`src/rtl/lpfd_pkg.sv`:
```
// Shared types and constants for the length-prefixed frame deframer.
package lpfd_pkg;

  localparam int unsigned LEN_WIDTH = 32;

  localparam logic [LEN_WIDTH-1:0] MIN_STARTUP_LEN = 32'd8;
  localparam logic [LEN_WIDTH-1:0] MIN_TYPED_LEN   = 32'd4;
  localparam logic [LEN_WIDTH-1:0] LEN_FIELD_BYTES = 32'd4;
  localparam logic [LEN_WIDTH-1:0] MAX_FRAME_RESET = 32'd16777216;

  localparam logic [1:0] HEADER_LAST = 2'd3;
  localparam logic [2:0] CODE_BYTES  = 3'd4;

  typedef enum logic [1:0] {
    STATUS_OK    = 2'd0,
    STATUS_SHORT = 2'd1,
    STATUS_LONG  = 2'd2
  } status_t;

  typedef enum logic {
    CFG_STARTUP_MODE = 1'b0,
    CFG_MAX_FRAME    = 1'b1
  } cfg_index_t;

  typedef struct packed {
    logic [7:0]           frame_type;
    logic [7:0]           payload_byte;
    logic                 has_data;
    logic                 last;
    logic [LEN_WIDTH-1:0] startup_code;
    status_t              status;
  } result_t;

endpackage

```
`src/rtl/length_prefixed_frame_deframer.sv`:
```
// Top level of the length-prefixed frame deframer.
// The deframer takes one link byte per clock cycle and sustains that rate while results are
// taken: each accepted byte is held in an input register, parsed by the header and body
// state machine once the output side has room, and any result is written to a two-entry
// output register that presents it, behind the input register; the only loop is the parser
// state update. Typed frames are a type byte, a big-endian length that counts itself (4 up to
// max_frame_bytes) and the body; startup frames drop the type byte, need a length of at least 8,
// and return the first four body bytes as startup_code on the last result. A bad length yields
// one error result, after which all bytes are accepted and dropped until reset. Configuration
// writes are always ready and must be issued only while no request is in flight; startup_mode is
// sampled when a frame begins.
module length_prefixed_frame_deframer (
  input  logic        clk,
  input  logic        rst,

  input  logic        in_valid,
  output logic        in_ready,
  input  logic [7:0]  in_byte,

  output logic        out_valid,
  input  logic        out_ready,
  output logic [7:0]  frame_type,
  output logic [7:0]  payload_byte,
  output logic        has_data,
  output logic        last,
  output logic [31:0] startup_code,
  output logic [1:0]  status,

  input  logic        cfg_valid,
  output logic        cfg_ready,
  input  logic        cfg_index,
  input  logic [31:0] cfg_data
);

  logic                           startup_mode;
  logic [lpfd_pkg::LEN_WIDTH-1:0] max_frame_bytes;

  logic              hold_valid;
  logic [7:0]        hold_byte;
  logic              advance;
  logic              parse_valid;
  logic              skid_ready;
  lpfd_pkg::result_t parse_result;
  lpfd_pkg::result_t out_result;

  assign cfg_ready = 1'b1;

  always_ff @(posedge clk) begin
    if (rst) begin
      startup_mode    <= 1'b0;
      max_frame_bytes <= lpfd_pkg::MAX_FRAME_RESET;
    end else if (cfg_valid) begin
      case (lpfd_pkg::cfg_index_t'(cfg_index))
        lpfd_pkg::CFG_STARTUP_MODE: startup_mode    <= cfg_data[0];
        lpfd_pkg::CFG_MAX_FRAME:    max_frame_bytes <= cfg_data;
        default: ;
      endcase
    end
  end

  // A held byte moves on only when the output side has room for a possible result.
  assign advance  = hold_valid && skid_ready;
  assign in_ready = !hold_valid || advance;

  always_ff @(posedge clk) begin
    if (rst) begin
      hold_valid <= 1'b0;
    end else if (in_ready) begin
      hold_valid <= in_valid;
    end
  end

  always_ff @(posedge clk) begin
    if (in_ready && in_valid) begin
      hold_byte <= in_byte;
    end
  end

  lpfd_parser u_parser (
    .clk             (clk),
    .rst             (rst),
    .advance         (advance),
    .data_byte       (hold_byte),
    .startup_mode    (startup_mode),
    .max_frame_bytes (max_frame_bytes),
    .result_valid    (parse_valid),
    .result          (parse_result)
  );

  lpfd_skid u_skid (
    .clk        (clk),
    .rst        (rst),
    .push       (parse_valid),
    .push_data  (parse_result),
    .push_ready (skid_ready),
    .out_valid  (out_valid),
    .out_ready  (out_ready),
    .out_data   (out_result)
  );

  assign frame_type   = out_result.frame_type;
  assign payload_byte = out_result.payload_byte;
  assign has_data     = out_result.has_data;
  assign last         = out_result.last;
  assign startup_code = out_result.startup_code;
  assign status       = out_result.status;

endmodule

```
`src/rtl/lpfd_parser.sv`:
```
// Frame header and body parser: consumes one byte per advance, emits at most one result.
module lpfd_parser (
  input  logic                          clk,
  input  logic                          rst,
  input  logic                          advance,
  input  logic [7:0]                    data_byte,
  input  logic                          startup_mode,
  input  logic [lpfd_pkg::LEN_WIDTH-1:0] max_frame_bytes,
  output logic                          result_valid,
  output lpfd_pkg::result_t             result
);

  typedef enum logic [2:0] {
    PH_IDLE,
    PH_LEN_TYPED,
    PH_LEN_START,
    PH_BODY_TYPED,
    PH_BODY_START,
    PH_HALT
  } phase_t;

  phase_t                         phase, phase_next;
  logic [1:0]                     header_count, header_count_next;
  logic [lpfd_pkg::LEN_WIDTH-1:0] length_shift, length_shift_next;
  logic [lpfd_pkg::LEN_WIDTH-1:0] bytes_left, bytes_left_next;
  logic [7:0]                     type_hold, type_hold_next;
  logic [lpfd_pkg::LEN_WIDTH-1:0] code_shift, code_shift_next;
  logic [2:0]                     code_count, code_count_next;

  logic [lpfd_pkg::LEN_WIDTH-1:0] len_assembled;
  logic [lpfd_pkg::LEN_WIDTH-1:0] min_len;
  logic                           is_startup;

  assign len_assembled = {length_shift[lpfd_pkg::LEN_WIDTH-9:0], data_byte};
  assign is_startup    = (phase == PH_LEN_START) || (phase == PH_BODY_START);
  assign min_len       = is_startup ? lpfd_pkg::MIN_STARTUP_LEN : lpfd_pkg::MIN_TYPED_LEN;

  always_comb begin
    phase_next        = phase;
    header_count_next = header_count;
    length_shift_next = length_shift;
    bytes_left_next   = bytes_left;
    type_hold_next    = type_hold;
    code_shift_next   = code_shift;
    code_count_next   = code_count;

    result_valid        = 1'b0;
    result.frame_type   = is_startup ? 8'd0 : type_hold;
    result.payload_byte = 8'd0;
    result.has_data     = 1'b0;
    result.last         = 1'b1;
    result.startup_code = '0;
    result.status       = lpfd_pkg::STATUS_OK;

    case (phase)
      PH_IDLE: begin
        code_shift_next = '0;
        code_count_next = '0;
        if (startup_mode) begin
          type_hold_next    = 8'd0;
          length_shift_next = {{(lpfd_pkg::LEN_WIDTH-8){1'b0}}, data_byte};
          header_count_next = 2'd1;
          phase_next        = PH_LEN_START;
        end else begin
          type_hold_next    = data_byte;
          length_shift_next = '0;
          header_count_next = 2'd0;
          phase_next        = PH_LEN_TYPED;
        end
      end
      PH_LEN_TYPED, PH_LEN_START: begin
        length_shift_next = len_assembled;
        if (header_count != lpfd_pkg::HEADER_LAST) begin
          header_count_next = header_count + 2'd1;
        end else begin
          header_count_next = 2'd0;
          bytes_left_next   = len_assembled - lpfd_pkg::LEN_FIELD_BYTES;
          // The minimum test wins over the maximum test.
          if (len_assembled < min_len) begin
            phase_next    = PH_HALT;
            result_valid  = 1'b1;
            result.status = lpfd_pkg::STATUS_SHORT;
          end else if (len_assembled > max_frame_bytes) begin
            phase_next    = PH_HALT;
            result_valid  = 1'b1;
            result.status = lpfd_pkg::STATUS_LONG;
          end else if (len_assembled == lpfd_pkg::LEN_FIELD_BYTES) begin
            phase_next   = PH_IDLE;
            result_valid = 1'b1;
          end else begin
            phase_next = is_startup ? PH_BODY_START : PH_BODY_TYPED;
          end
        end
      end
      PH_BODY_TYPED, PH_BODY_START: begin
        if (is_startup && (code_count < lpfd_pkg::CODE_BYTES)) begin
          code_shift_next = {code_shift[lpfd_pkg::LEN_WIDTH-9:0], data_byte};
          code_count_next = code_count + 3'd1;
        end
        bytes_left_next     = bytes_left - {{(lpfd_pkg::LEN_WIDTH-1){1'b0}}, 1'b1};
        result_valid        = 1'b1;
        result.payload_byte = data_byte;
        result.has_data     = 1'b1;
        result.last         = (bytes_left == {{(lpfd_pkg::LEN_WIDTH-1){1'b0}}, 1'b1});
        if (result.last) begin
          phase_next = PH_IDLE;
          if (is_startup) begin
            result.startup_code = code_shift_next;
          end
        end
      end
      default: begin
        // Halted after a bad length: bytes are dropped until reset.
        phase_next = PH_HALT;
      end
    endcase

    if (!advance) begin
      result_valid = 1'b0;
    end
  end

  always_ff @(posedge clk) begin
    if (rst) begin
      phase        <= PH_IDLE;
      header_count <= '0;
      length_shift <= '0;
      bytes_left   <= '0;
      type_hold    <= '0;
      code_shift   <= '0;
      code_count   <= '0;
    end else if (advance) begin
      phase        <= phase_next;
      header_count <= header_count_next;
      length_shift <= length_shift_next;
      bytes_left   <= bytes_left_next;
      type_hold    <= type_hold_next;
      code_shift   <= code_shift_next;
      code_count   <= code_count_next;
    end
  end

endmodule

```
`src/rtl/lpfd_skid.sv`:
```
// Two-entry output register with skid slot so results flow at full rate under backpressure.
module lpfd_skid (
  input  logic              clk,
  input  logic              rst,
  input  logic              push,
  input  lpfd_pkg::result_t push_data,
  output logic              push_ready,
  output logic              out_valid,
  input  logic              out_ready,
  output lpfd_pkg::result_t out_data
);

  logic              spare_valid;
  lpfd_pkg::result_t spare_data;

  assign push_ready = !spare_valid;

  always_ff @(posedge clk) begin
    if (rst) begin
      out_valid   <= 1'b0;
      spare_valid <= 1'b0;
    end else if (!out_valid || out_ready) begin
      if (spare_valid) begin
        out_valid   <= 1'b1;
        spare_valid <= 1'b0;
      end else begin
        out_valid <= push;
      end
    end else if (push) begin
      spare_valid <= 1'b1;
    end
  end

  always_ff @(posedge clk) begin
    if (!out_valid || out_ready) begin
      out_data <= spare_valid ? spare_data : push_data;
    end else if (push) begin
      spare_data <= push_data;
    end
  end

endmodule

```
`config.mk`:
```
export PLATFORM = sky130hd
export DESIGN_NAME = length_prefixed_frame_deframer
export DESIGN_NICKNAME = d
export VERILOG_FILES = /design/src/rtl/lpfd_pkg.sv /design/src/rtl/length_prefixed_frame_deframer.sv /design/src/rtl/lpfd_parser.sv /design/src/rtl/lpfd_skid.sv
export SDC_FILE = /design/constraint.sdc
export NUM_CORES = 1
export LEC_CHECK = 0
export ABC_AREA = 0
export BUFFER_PORTS_ARGS = -buffer_cell sky130_fd_sc_hd__buf_2
export CAP_MARGIN = 0
export CORE_MARGIN = 4
export CORE_UTILIZATION = 29
export CTS_CLUSTER_DIAMETER = 150
export DETAILED_ROUTE_END_ITERATION = 10
export HOLD_SLACK_MARGIN = 0.02
export SLEW_MARGIN = 10
export SYNTH_ARGS = -nofsm -noshare
export SYNTH_HDL_FRONTEND = slang
export SYNTH_SLANG_ARGS = --single-unit
```
`constraint.sdc`:
```
create_clock -name clk -period 5.4 [get_ports clk]
set_clock_uncertainty 0.05 [all_clocks]
set_input_delay 0.81 -clock clk [delete_from_list [all_inputs] [get_ports clk]]
set_output_delay 0.81 -clock clk [all_outputs]
set_load 0.005 [all_outputs]
```
==> results.cfg, run 1 <==
[outcome]
status = completed

[cells_and_area]
fillers = 4151
final_cells = 1847
area_growth_pct = 15.0
nets = 1379
diodes = 0
drive_above_1_share_pct = 15.0

[worst_setup_path]
worstSetupEndpointType = flop
cp_slowest_stage_delay_ps = 560
cp-start-kind = flop
arrival_ps = 3720
crit_required_ps = 5530
path_cells = nor4_2, nor3b_1, nand4b_4, nor4b_4, nor3_1, a21boi_2, nor3b_4, buf_4
path_max_fanout = 52
crit_family = simple AND/OR/NAND/NOR gates
slowest_stage = edfxtp_1
path_buf_inv = 1
path_class = flop to flop

[clocking]
cts_resized = 0
hold_buffers = 0
path_clk_slew_ps = 60
clockBufferDepth = 3
cts_buffers = 27
clkSinkCount = 252
tritoncts = done
cts_setup_buffers = 0
cts_root_buf = clkbuf_16
insertion_delay_ps = 550
cts.htree.levels = 1

[detailed_routing]
drtAntennaViolNets = 0
viasPerCell = 5.02
wl_um = 30000
drc = 0
drtIter0Drc = 705
num_vias = 9268
drt_pass1_iterations = 7
post_drt_wl_per_cell_um = 16.2

[grt]
overflow = 0
grt_antenna_before_repair = 0
grt_pass1_vias = 8796
grt_util_all_layers_pct = 13.0
grt_max_degree = 94
grt_pass1_wl_um = 47800

[power_and_ir_drop]
p_leak_nw = 5.13
powerDensity_nw_per_um2 = 314
irDropWorstVdd_mv = 0.197
power_mw = 4.33

[synthesis]
synth_top_cell_by_area = edfxtp_1
synthCells = 1231
synth_fp_nets = 1316
syn_area_per_cell_um2 = 9.73
synth_edf_count = 112
synth-main-ff-cell = dfxtp_1
synth_top_area_share_pct = 28.1
yosys_warnings = 0
ys_ff_latch = 252
ys_top_cells_by_area = edfxtp_1 28%, dfxtp_1 23%, nand2_1 5.1%, nor2_1 4.3%, ha_1 4.1%
syn_area_um2 = 12000
yosysSeqAreaShare_pct = 51.5
synthArstFlopShare_pct = 0
synthDistinctLibCells = 69

[placed_design]
dp_hpwl_um = 20400
gp_congestion = 0.880
post-place-cells = 1797
place_worst_setup_slack_ps = 1830
portBuffers = 99

[worst_hold_path]
hold_path_class = input pin to flop

[floorplan]
fp.dieArea_um2 = 44600
die_w_um = 211
pin_count = 101
start_util_pct = 29.3
rows = 74
design.core.area_um2 = 40800
die_h_um = 211

[timing]
worstMarginPinSlew_ps = 1230
relSlewSlack_pct = 17.4
setup_viol = 0
max_freq_ghz = 0.278
period_share_pct = 66.6
maxSlewViolCount = 0
rsz0062_at_grt = no
finalCriticalPeriod_ps = 3600
worst_slack_ps = 1800
hold_viol = 0
fin_tns_setup_ps = 0

[run]
drv_cap = 0
worst reg2reg max path, cell delays in order, from the launching register on:
cell	delay, ps
edfxtp_1	560
nor4_2	520
nor3b_1	380
nand4b_4	190
nor4b_4	400
nor3_1	110
a21boi_2	210
nor3b_4	190
buf_4	560
synthesized netlist by cell type (17+ instances only):
master / number
o21ai_0: 44
inv_1: 41
nand3_1: 19
clkbuf_1: 62
ha_1: 39
a21oi_1: 94
nand2_1: 163
nor2_1: 138
edfxtp_1: 112
dfxtp_1: 140
a22oi_1: 57
nor3_1: 35
o31ai_1: 34
mux2i_1: 33
and2_1: 17
routing by layer:
metal | vias up | GRT usage, % | routed length (um)
met1 | 4379 | 18.2 | 13900
met4 | 0 | 3.04 | 625
met3 | 43 | 2.36 | 1710
met5 | - | 0 | 0
met2 | 257 | 20.9 | 13700
li1 | 4589 | - | -
path summary, 6_finish.rpt:
path	startpoint	to	slack (ps)	depth (start not counted)
hold reg to reg	max_frame_bytes[25]$_SDFFE_PP0P_	max_frame_bytes[25]$_SDFFE_PP0P_	400	2
hold / removal	in_byte[2]	hold_byte[2]$_DFFE_PP_	390	1
setup reg to reg	hold_byte[4]$_DFFE_PP_	u_skid.spare_data[30]$_DFFE_PP_	1800	8
setup / recovery	hold_byte[4]$_DFFE_PP_	u_skid.spare_data[30]$_DFFE_PP_	1800	8
power by group:
group | total (mW) | internal [mW] | leakage (nW) | switching (mW)
logic | 0.405 | 0.140 | 2.33 | 0.264
clock network | 1.86 | 1.09 | 0.429 | 0.771
registers | 2.06 | 2.02 | 2.38 | 0.0430
sequential cells by signal, indices dropped and copies added, names as in the netlist:
register	flops
u_skid.out_data	52
u_skid.spare_data	52
max_frame_bytes	32
u_parser.bytes_left	32
u_parser.code_shift	32
u_parser.length_shift	24
hold_byte	8
u_parser.type_hold	8
u_parser.code_count	3
u_parser.phase	3
u_parser.header_count	2
hold_valid	1
startup_mode	1
u_skid.out_valid	1
u_skid.spare_valid	1
kinds of logic after synthesis:
kind of cell               after synthesis  share of synthesized area [%]
other                                    1                         0.0313
and+or+nand+nor                        452                           17.7
xor gates and xnor gates                29                           2.12
buffers and inverters                  118                           4.36
adders and majority gates               39                           4.07
DFF                                    252                           51.5
muxes                                   49                           4.26
AOI/OAI and AO/OA                      291                           16.0
area by class of cell:
type / instances / area, um^2 / area share [%]
Tap cell: 532 / 666 / 4.83
Timing Repair Buffer: 111 / 588 / 4.27
Inverter: 41 / 154 / 1.12
Multi-Input combinational cell: 861 / 5320 / 38.6
Clock inverter: 18 / 170 / 1.23
Sequential cell: 252 / 6170 / 44.8
Clock buffer: 32 / 714 / 5.18
layout by cell type, fill, tap and decap left out, types with 6 or more instances in the layout:
cell         n
or3_1        7
buf_2       98
a22o_1      10
o211ai_1     7
xor2_1      15
clkbuf_16   27
ha_1        39
inv_1       41
mux2i_1     33
buf_4       13
a211oi_1    11
xnor2_1     14
o31ai_1     34
and2_1      17
dfxtp_1    139
a21oi_1     93
nor3_1      35
or4_1        7
nand4_1     15
a22oi_1     56
nand2_1    163
clkinv_2     6
nand3_1     19
o21ai_0     44
nor4_1      16
edfxtp_1   112
nor2_1     137
mux2_2      16
nor2b_1      8
through the flow:
step                utilization, %  cell area (um^2)  hold WS [ps]
detailed placement            31.6             12900           398
floorplan                        -             12000           386
CTS                           33.7             13800           365
finish                        33.7             13800           391
global placement              31.6             12900           393
global route                  33.7             13800           371
(Power assumes the default switching activity.)
==> run 2, diff against run 1 <==
ABC_AREA = 1   (was 0)
clock period = 3.7 ns   (was 5.4 ns; I/O delays follow)
==> run 2 against run 1 <==
- global-route usage increased by 0.53 points
- fmax increased by 27%
- die area is 4.8% higher
- sequential power up 50%
- critical path type unchanged
- critical endpoint is now u_parser.code_count[0]$_SDFFE_PP0P_
==> results.cfg, run 2 <==
[outcome]
status = completed

[power_and_ir_drop]
seq_power_share_pct = 44.5
p_clk_share_pct = 42.3
p_leak_nw = 6.15
powerDensity_nw_per_um2 = 475
internal_power_mw = 5.07
power_frac_comb_pct = 13.1
irDropWorstVdd_mv = 0.380
power_mw = 6.94
switching_power_mw = 1.87
p_sw_share_pct = 26.9

[clocking]
cts_root_buf = clkbuf_16
insertion_delay_ps = 570
path_clk_slew_ps = 60
clockBufferDepth = 3
tritoncts = done
clkSinkCount = 252
hold_buffers = 0
cts_buffers = 29
cts_setup_buffers = 0
cts_resized = 0
cts.htree.levels = 1

[floorplan]
rows = 76
design.core.area_um2 = 43000
die_w_um = 216
start_util_pct = 29.3
fp.dieArea_um2 = 46700
pin_count = 101
die_h_um = 216

[timing]
worstMarginPinSlew_ps = 882
period_share_pct = 76.5
holdWs_ps = 124
maxSlewViolCount = 0
relSlewSlack_pct = 41.1
hold_viol = 0
finalCriticalPeriod_ps = 2830
fin_tns_setup_ps = 0
setup_viol = 0
rsz0062_at_grt = no
max_freq_ghz = 0.353

[synthesis]
ys_ff_latch = 252
synth-main-ff-cell = dfxtp_1
synthDistinctLibCells = 47
synth_top_family_by_area = simple AND/OR/NAND/NOR gates
synth_top_cell_by_area = edfxtp_1
synth_mux_area_share_pct = 0
syn_area_um2 = 12600
yosysSeqAreaShare_pct = 49.0
synth_fp_nets = 1688
yosys.area_share.simple_pct = 21.2
synthArstFlopShare_pct = 0
synth_commonest_cells = 253 x nand2_1, 253 x nor2_1, 204 x inv_1, 173 x a21oi_1
synth-compound-area-share_pct = 15.7
synthAdderAreaFrac_pct = 3.88
ys_top_cells_by_area = edfxtp_1 27%, dfxtp_1 22%, nand2_1 7.6%, nor2_1 7.6%, a21oi_1 6.9%
syn_area_per_cell_um2 = 7.84
synthCells = 1603
yosys_warnings = 0
synth_top_area_share_pct = 26.8
synth_edf_count = 112
synth-xor-area-share_pct = 1.18

[cells_and_area]
multi_input_area_um2 = 5290
seq_area_um2 = 6170
final_cell_mix = 253 x nor2_1, 252 x nand2_1, 202 x inv_1
design_area_um2 = 14600
nets = 1759
area_growth_pct = 16.2
fin_util_pct = 34.0
layout_commonest_cell = nor2_1
fillers = 4498
drive_above_1_share_pct = 12.4
layout_top_registers = u_skid.out_data: 52 flops, u_skid.spare_data: 52 flops

[grt]
grt-busiest-layer = met2
grt_pass1_wl_um = 52800
use_met3_pct = 2.01
grt_util_all_layers_pct = 13.5
met2_usage_pct = 22.7
grt_max_degree = 66
grt_antenna_before_repair = 1
overflow = 0
use_met1_pct = 17.9
grt_pass1_vias = 10290

[detailed_routing]
drtAntennaViolNets = 0
drc = 0
drt_pass1_iterations = 4
wl_um = 32300
viasPerCell = 4.70
num_vias = 10722
post_drt_wl_per_cell_um = 14.1
drtIter0Drc = 834

[worst_setup_path]
arrival_ps = 3270
path_cells = nor2_4, nor2_2, nor2_2, buf_4, o21ai_0, inv_1, buf_4, o21ai_0, or2_2, a21oi_1
cp-start-kind = flop
crit_required_ps = 4140
worstSetupEndpointType = flop
path_class = flop to flop
path_max_fanout = 65
slowest_stage = buf_4
cp_slowest_stage_delay_ps = 510

[worst_hold_path]
hold_path_class = input pin to flop

[placed_design]
portBuffers = 99
dp_hpwl_um = 22300
dpl_cell_area_um2 = 13600
gp_congestion = 0.848

[run]
drv_cap = 0
[run 2: cell count changes after synthesis, sizes merged, moves of 57 or more]
cell | previous run | this run
inv | 41 | 212
nor2 | 138 | 279
o21ai | 44 | 155
nand2 | 164 | 254
a21oi | 94 | 175
a22oi | 57 | 0
[run 2: kinds of logic after synthesis]
group / after synthesis
flip-flops: 252
XOR/XNOR: 17
AO/OA/AOI/OAI: 371
adder cells (fa/ha/maj): 39
AND/OR/NAND/NOR: 637
buffers and inverters: 286
other: 1
[run 2: power groups by stage]
stage	logic, mW	clock network [mW]	registers, mW
2_1_floorplan	0.679	0	3.12
3_3_place_gp	0.890	0	3.15
3_5_place_dp	0.907	0	3.15
4_1_cts	0.913	3.01	3.09
5_1_grt	1.05	3.13	3.10
6_report	0.910	2.94	3.09
[run 2: layout make-up]
cell class / count / share of cell area [%]
sequential: 252 / 42.2
multi-input combinational: 1065 / 36.2
clock buffer: 39 / 5.64
inverter: 212 / 5.47
tap: 585 / 5.01
timing repair buffer: 114 / 4.25
clock inverter: 15 / 1.17
antenna: 1 / 0.0171
[run 2: worst max-delay path, delay by kind of cell (launching register included)]
family | cells | cell delay [ps]
AOI/OAI and AO/OA | 3 | 580
and+or+nand+nor | 4 | 700
DFF | 1 | 350
buffers and inverters | 3 | 1070
[run 2: final timing paths]
kind	to	slack, ps	cells after the start	from
hold / removal	hold_byte[5]$_DFFE_PP_	120	1	in_byte[5]
setup reg to reg	u_parser.code_count[0]$_SDFFE_PP0P_	870	10	u_parser.phase[0]$_SDFFE_PP0P_
setup / recovery	u_parser.code_count[0]$_SDFFE_PP0P_	870	10	u_parser.phase[0]$_SDFFE_PP0P_
hold reg to reg	max_frame_bytes[19]$_SDFFE_PP0P_	410	2	max_frame_bytes[19]$_SDFFE_PP0P_
[run 2: layer usage]
| metal | vias up | part of all wire, % | routed length (um) |
|---|---|---|---|
| met1 | 4982 | 46 | 14900 |
| met5 | - | 0 | 0 |
| met4 | 0 | 3.1 | 1010 |
| li1 | 5431 | - | - |
| met3 | 71 | 4.4 | 1410 |
| met2 | 238 | 47 | 15000 |
[run 2: metrics by stage]
step	cells	worst slack, ps
3_5_place_dp	2228	851
2_1_floorplan	1603	23.5
5_1_grt	2283	556
6_report	2283	871
4_1_cts	2282	872
3_3_place_gp	2228	927
==> run 3, diff against run 2 <==
clock period = 2.9 ns   (was 3.7 ns; I/O delays follow)
==> run 3 against run 2 <==
- power increased by 30%
- via count about the same
- setup slack got worse by 640 ps
- register-to-register slack got worse by 640 ps
- combinational power increased by 35%
- first-iteration DRC count decreased by 13%
- final area increased by 1.9%
- hold slack got worse by 64 ps
==> results.cfg, run 3 (synthesized netlist as in run 2, its figures left out) <==
[placed_design]
dpl_cell_area_um2 = 13800
dp_hpwl_um = 23200
portBuffers = 99
gp_congestion = 0.861

[timing]
fin_tns_setup_ps = 0
hold_viol = 0
worstMarginPinSlew_ps = 907
setup_viol = 0
period_share_pct = 91.9
rsz0062_at_grt = no
relSlewSlack_pct = 39.1
finalCriticalPeriod_ps = 2660
maxSlewViolCount = 0
max_freq_ghz = 0.375

[detailed_routing]
drtIter0Drc = 727
drt_pass1_iterations = 5
wl_um = 33200
num_vias = 10716
viasPerCell = 4.63
drtAntennaViolNets = 0
drc = 0
post_drt_wl_per_cell_um = 14.4

[cells_and_area]
diodes = 0
layout_top_registers = u_skid.out_data: 52 flops, u_skid.spare_data: 52 flops
layout_commonest_cell = nand2_1
area_growth_pct = 18.5
final_cell_mix = 253 x nand2_1, 252 x nor2_1, 202 x inv_1
drive_above_1_share_pct = 13.3
design_area_um2 = 14900
nets = 1789
fin_util_pct = 34.6

[floorplan]
design.core.area_um2 = 43000
die_h_um = 216
fp.dieArea_um2 = 46700
start_util_pct = 29.3
pin_count = 101
die_w_um = 216
rows = 76

[worst_setup_path]
path_buf_inv = 2
crit_required_ps = 3090
crit_family = simple AND/OR/NAND/NOR gates
worstSetupEndpointType = flop
path_max_fanout = 52
cp-start-kind = flop
r2r_cells = 11
path_cells = nor2_4, nor2_2, a21oi_4, inv_2, ha_1, nor3_1, a31oi_1, nand2_1, nand2_1, a21oi_4, buf_12
cp_slowest_stage_delay_ps = 350
worstReg2RegStart = u_parser.phase[0]$_SDFFE_PP0P_
r2r-end = u_skid.spare_data[28]$_DFFE_PP_
arrival_ps = 2860
path_class = flop to flop
regToRegSetupSlack_ps = 240
slowest_stage = dfxtp_1

[clocking]
clkSinkCount = 252
tritoncts = done
insertion_delay_ps = 570
cts_buffers = 29
cts_root_buf = clkbuf_16
cts_resized = 0
path_clk_slew_ps = 60
clockBufferDepth = 3
cts.htree.levels = 1

[worst_hold_path]
hold_path_class = input pin to flop
hold_depth = 3
holdPathEnd = max_frame_bytes[24]$_SDFFE_PP1P_
min_from = cfg_data[24]

[grt]
grt_pass1_vias = 10235
grt_pass1_wl_um = 54300
grt_util_all_layers_pct = 13.9
overflow = 0
grt_antenna_before_repair = 0
grt_max_degree = 65

[power_and_ir_drop]
powerDensity_nw_per_um2 = 607
irDropWorstVdd_mv = 0.450
p_leak_nw = 6.30

[outcome]
status = completed

[run]
drv_cap = 0
==> run 3: metal layers <==
layer,vias to the layer above,global-route usage (%),routed length (um)
met4,0,3.93,855
met3,58,2.12,1480
met5,-,0,0
li1,5470,-,-
met1,4948,19.3,15700
met2,240,22.7,15200
==> run 3: worst max-delay path by stage <==
stage                                              start                              end  slack [ps]  depth (start not counted)
final                     u_parser.phase[0]$_SDFFE_PP0P_  u_skid.spare_data[28]$_DFFE_PP_         240                         11
after global routing              hold_byte[7]$_DFFE_PP_  u_skid.spare_data[28]$_DFFE_PP_          40                         14
after CTS                 u_parser.phase[0]$_SDFFE_PP0P_  u_skid.spare_data[21]$_DFFE_PP_         150                         11
after global placement    u_parser.phase[0]$_SDFFE_PP0P_  u_skid.spare_data[22]$_DFFE_PP_         300                         11
after detailed placement  u_parser.phase[0]$_SDFFE_PP0P_  u_skid.spare_data[21]$_DFFE_PP_         140                         11
after floorplan                                out_ready   u_skid.spare_data[0]$_DFFE_PP_          30                          3
==> run 3: stage by stage <==
step | instances | power (mW) | setup WS, ps | hold WS, ps
6_report | 2312 | 9.04 | 236 | 59.9
5_1_grt | 2312 | 9.47 | 36.5 | 58.1
4_1_cts | 2308 | 9.12 | 152 | 41.8
3_5_place_dp | 2246 | 5.22 | 142 | 406
3_3_place_gp | 2246 | 5.20 | 299 | 399
2_1_floorplan | 1603 | 4.85 | 25.9 | 385
==> run 3: repair_timing <==
item	in CTS	in global routing
setup buffers	0	4
hold endpoints to repair	8	0
setup endpoints to repair	0	52
hold buffers	8	0
==> run 3: power by group <==
| group | internal (mW) | leakage (nW) | switching [mW] | total, mW |
|---|---|---|---|---|
| Combinational | 0.409 | 3.48 | 0.824 | 1.23 |
| Sequential | 3.84 | 2.33 | 0.0963 | 3.94 |
| Clock | 2.35 | 0.487 | 1.52 | 3.87 |
| Total | 6.60 | 6.30 | 2.44 | 9.04 |
==> run 3: layout make-up <==
class / count / area [um^2]
fill: 4568 / 28100
sequential: 252 / 6170
multi-input combinational: 1065 / 5300
timing repair buffer: 144 / 891
inverter: 212 / 800
clock buffer: 39 / 783
tap: 585 / 732
clock inverter: 15 / 223
==> run 3: tightest hold or removal path, cell delays in order <==
cell and delay (ps):
buf_2 80, nand2_1 40, o211ai_1 70
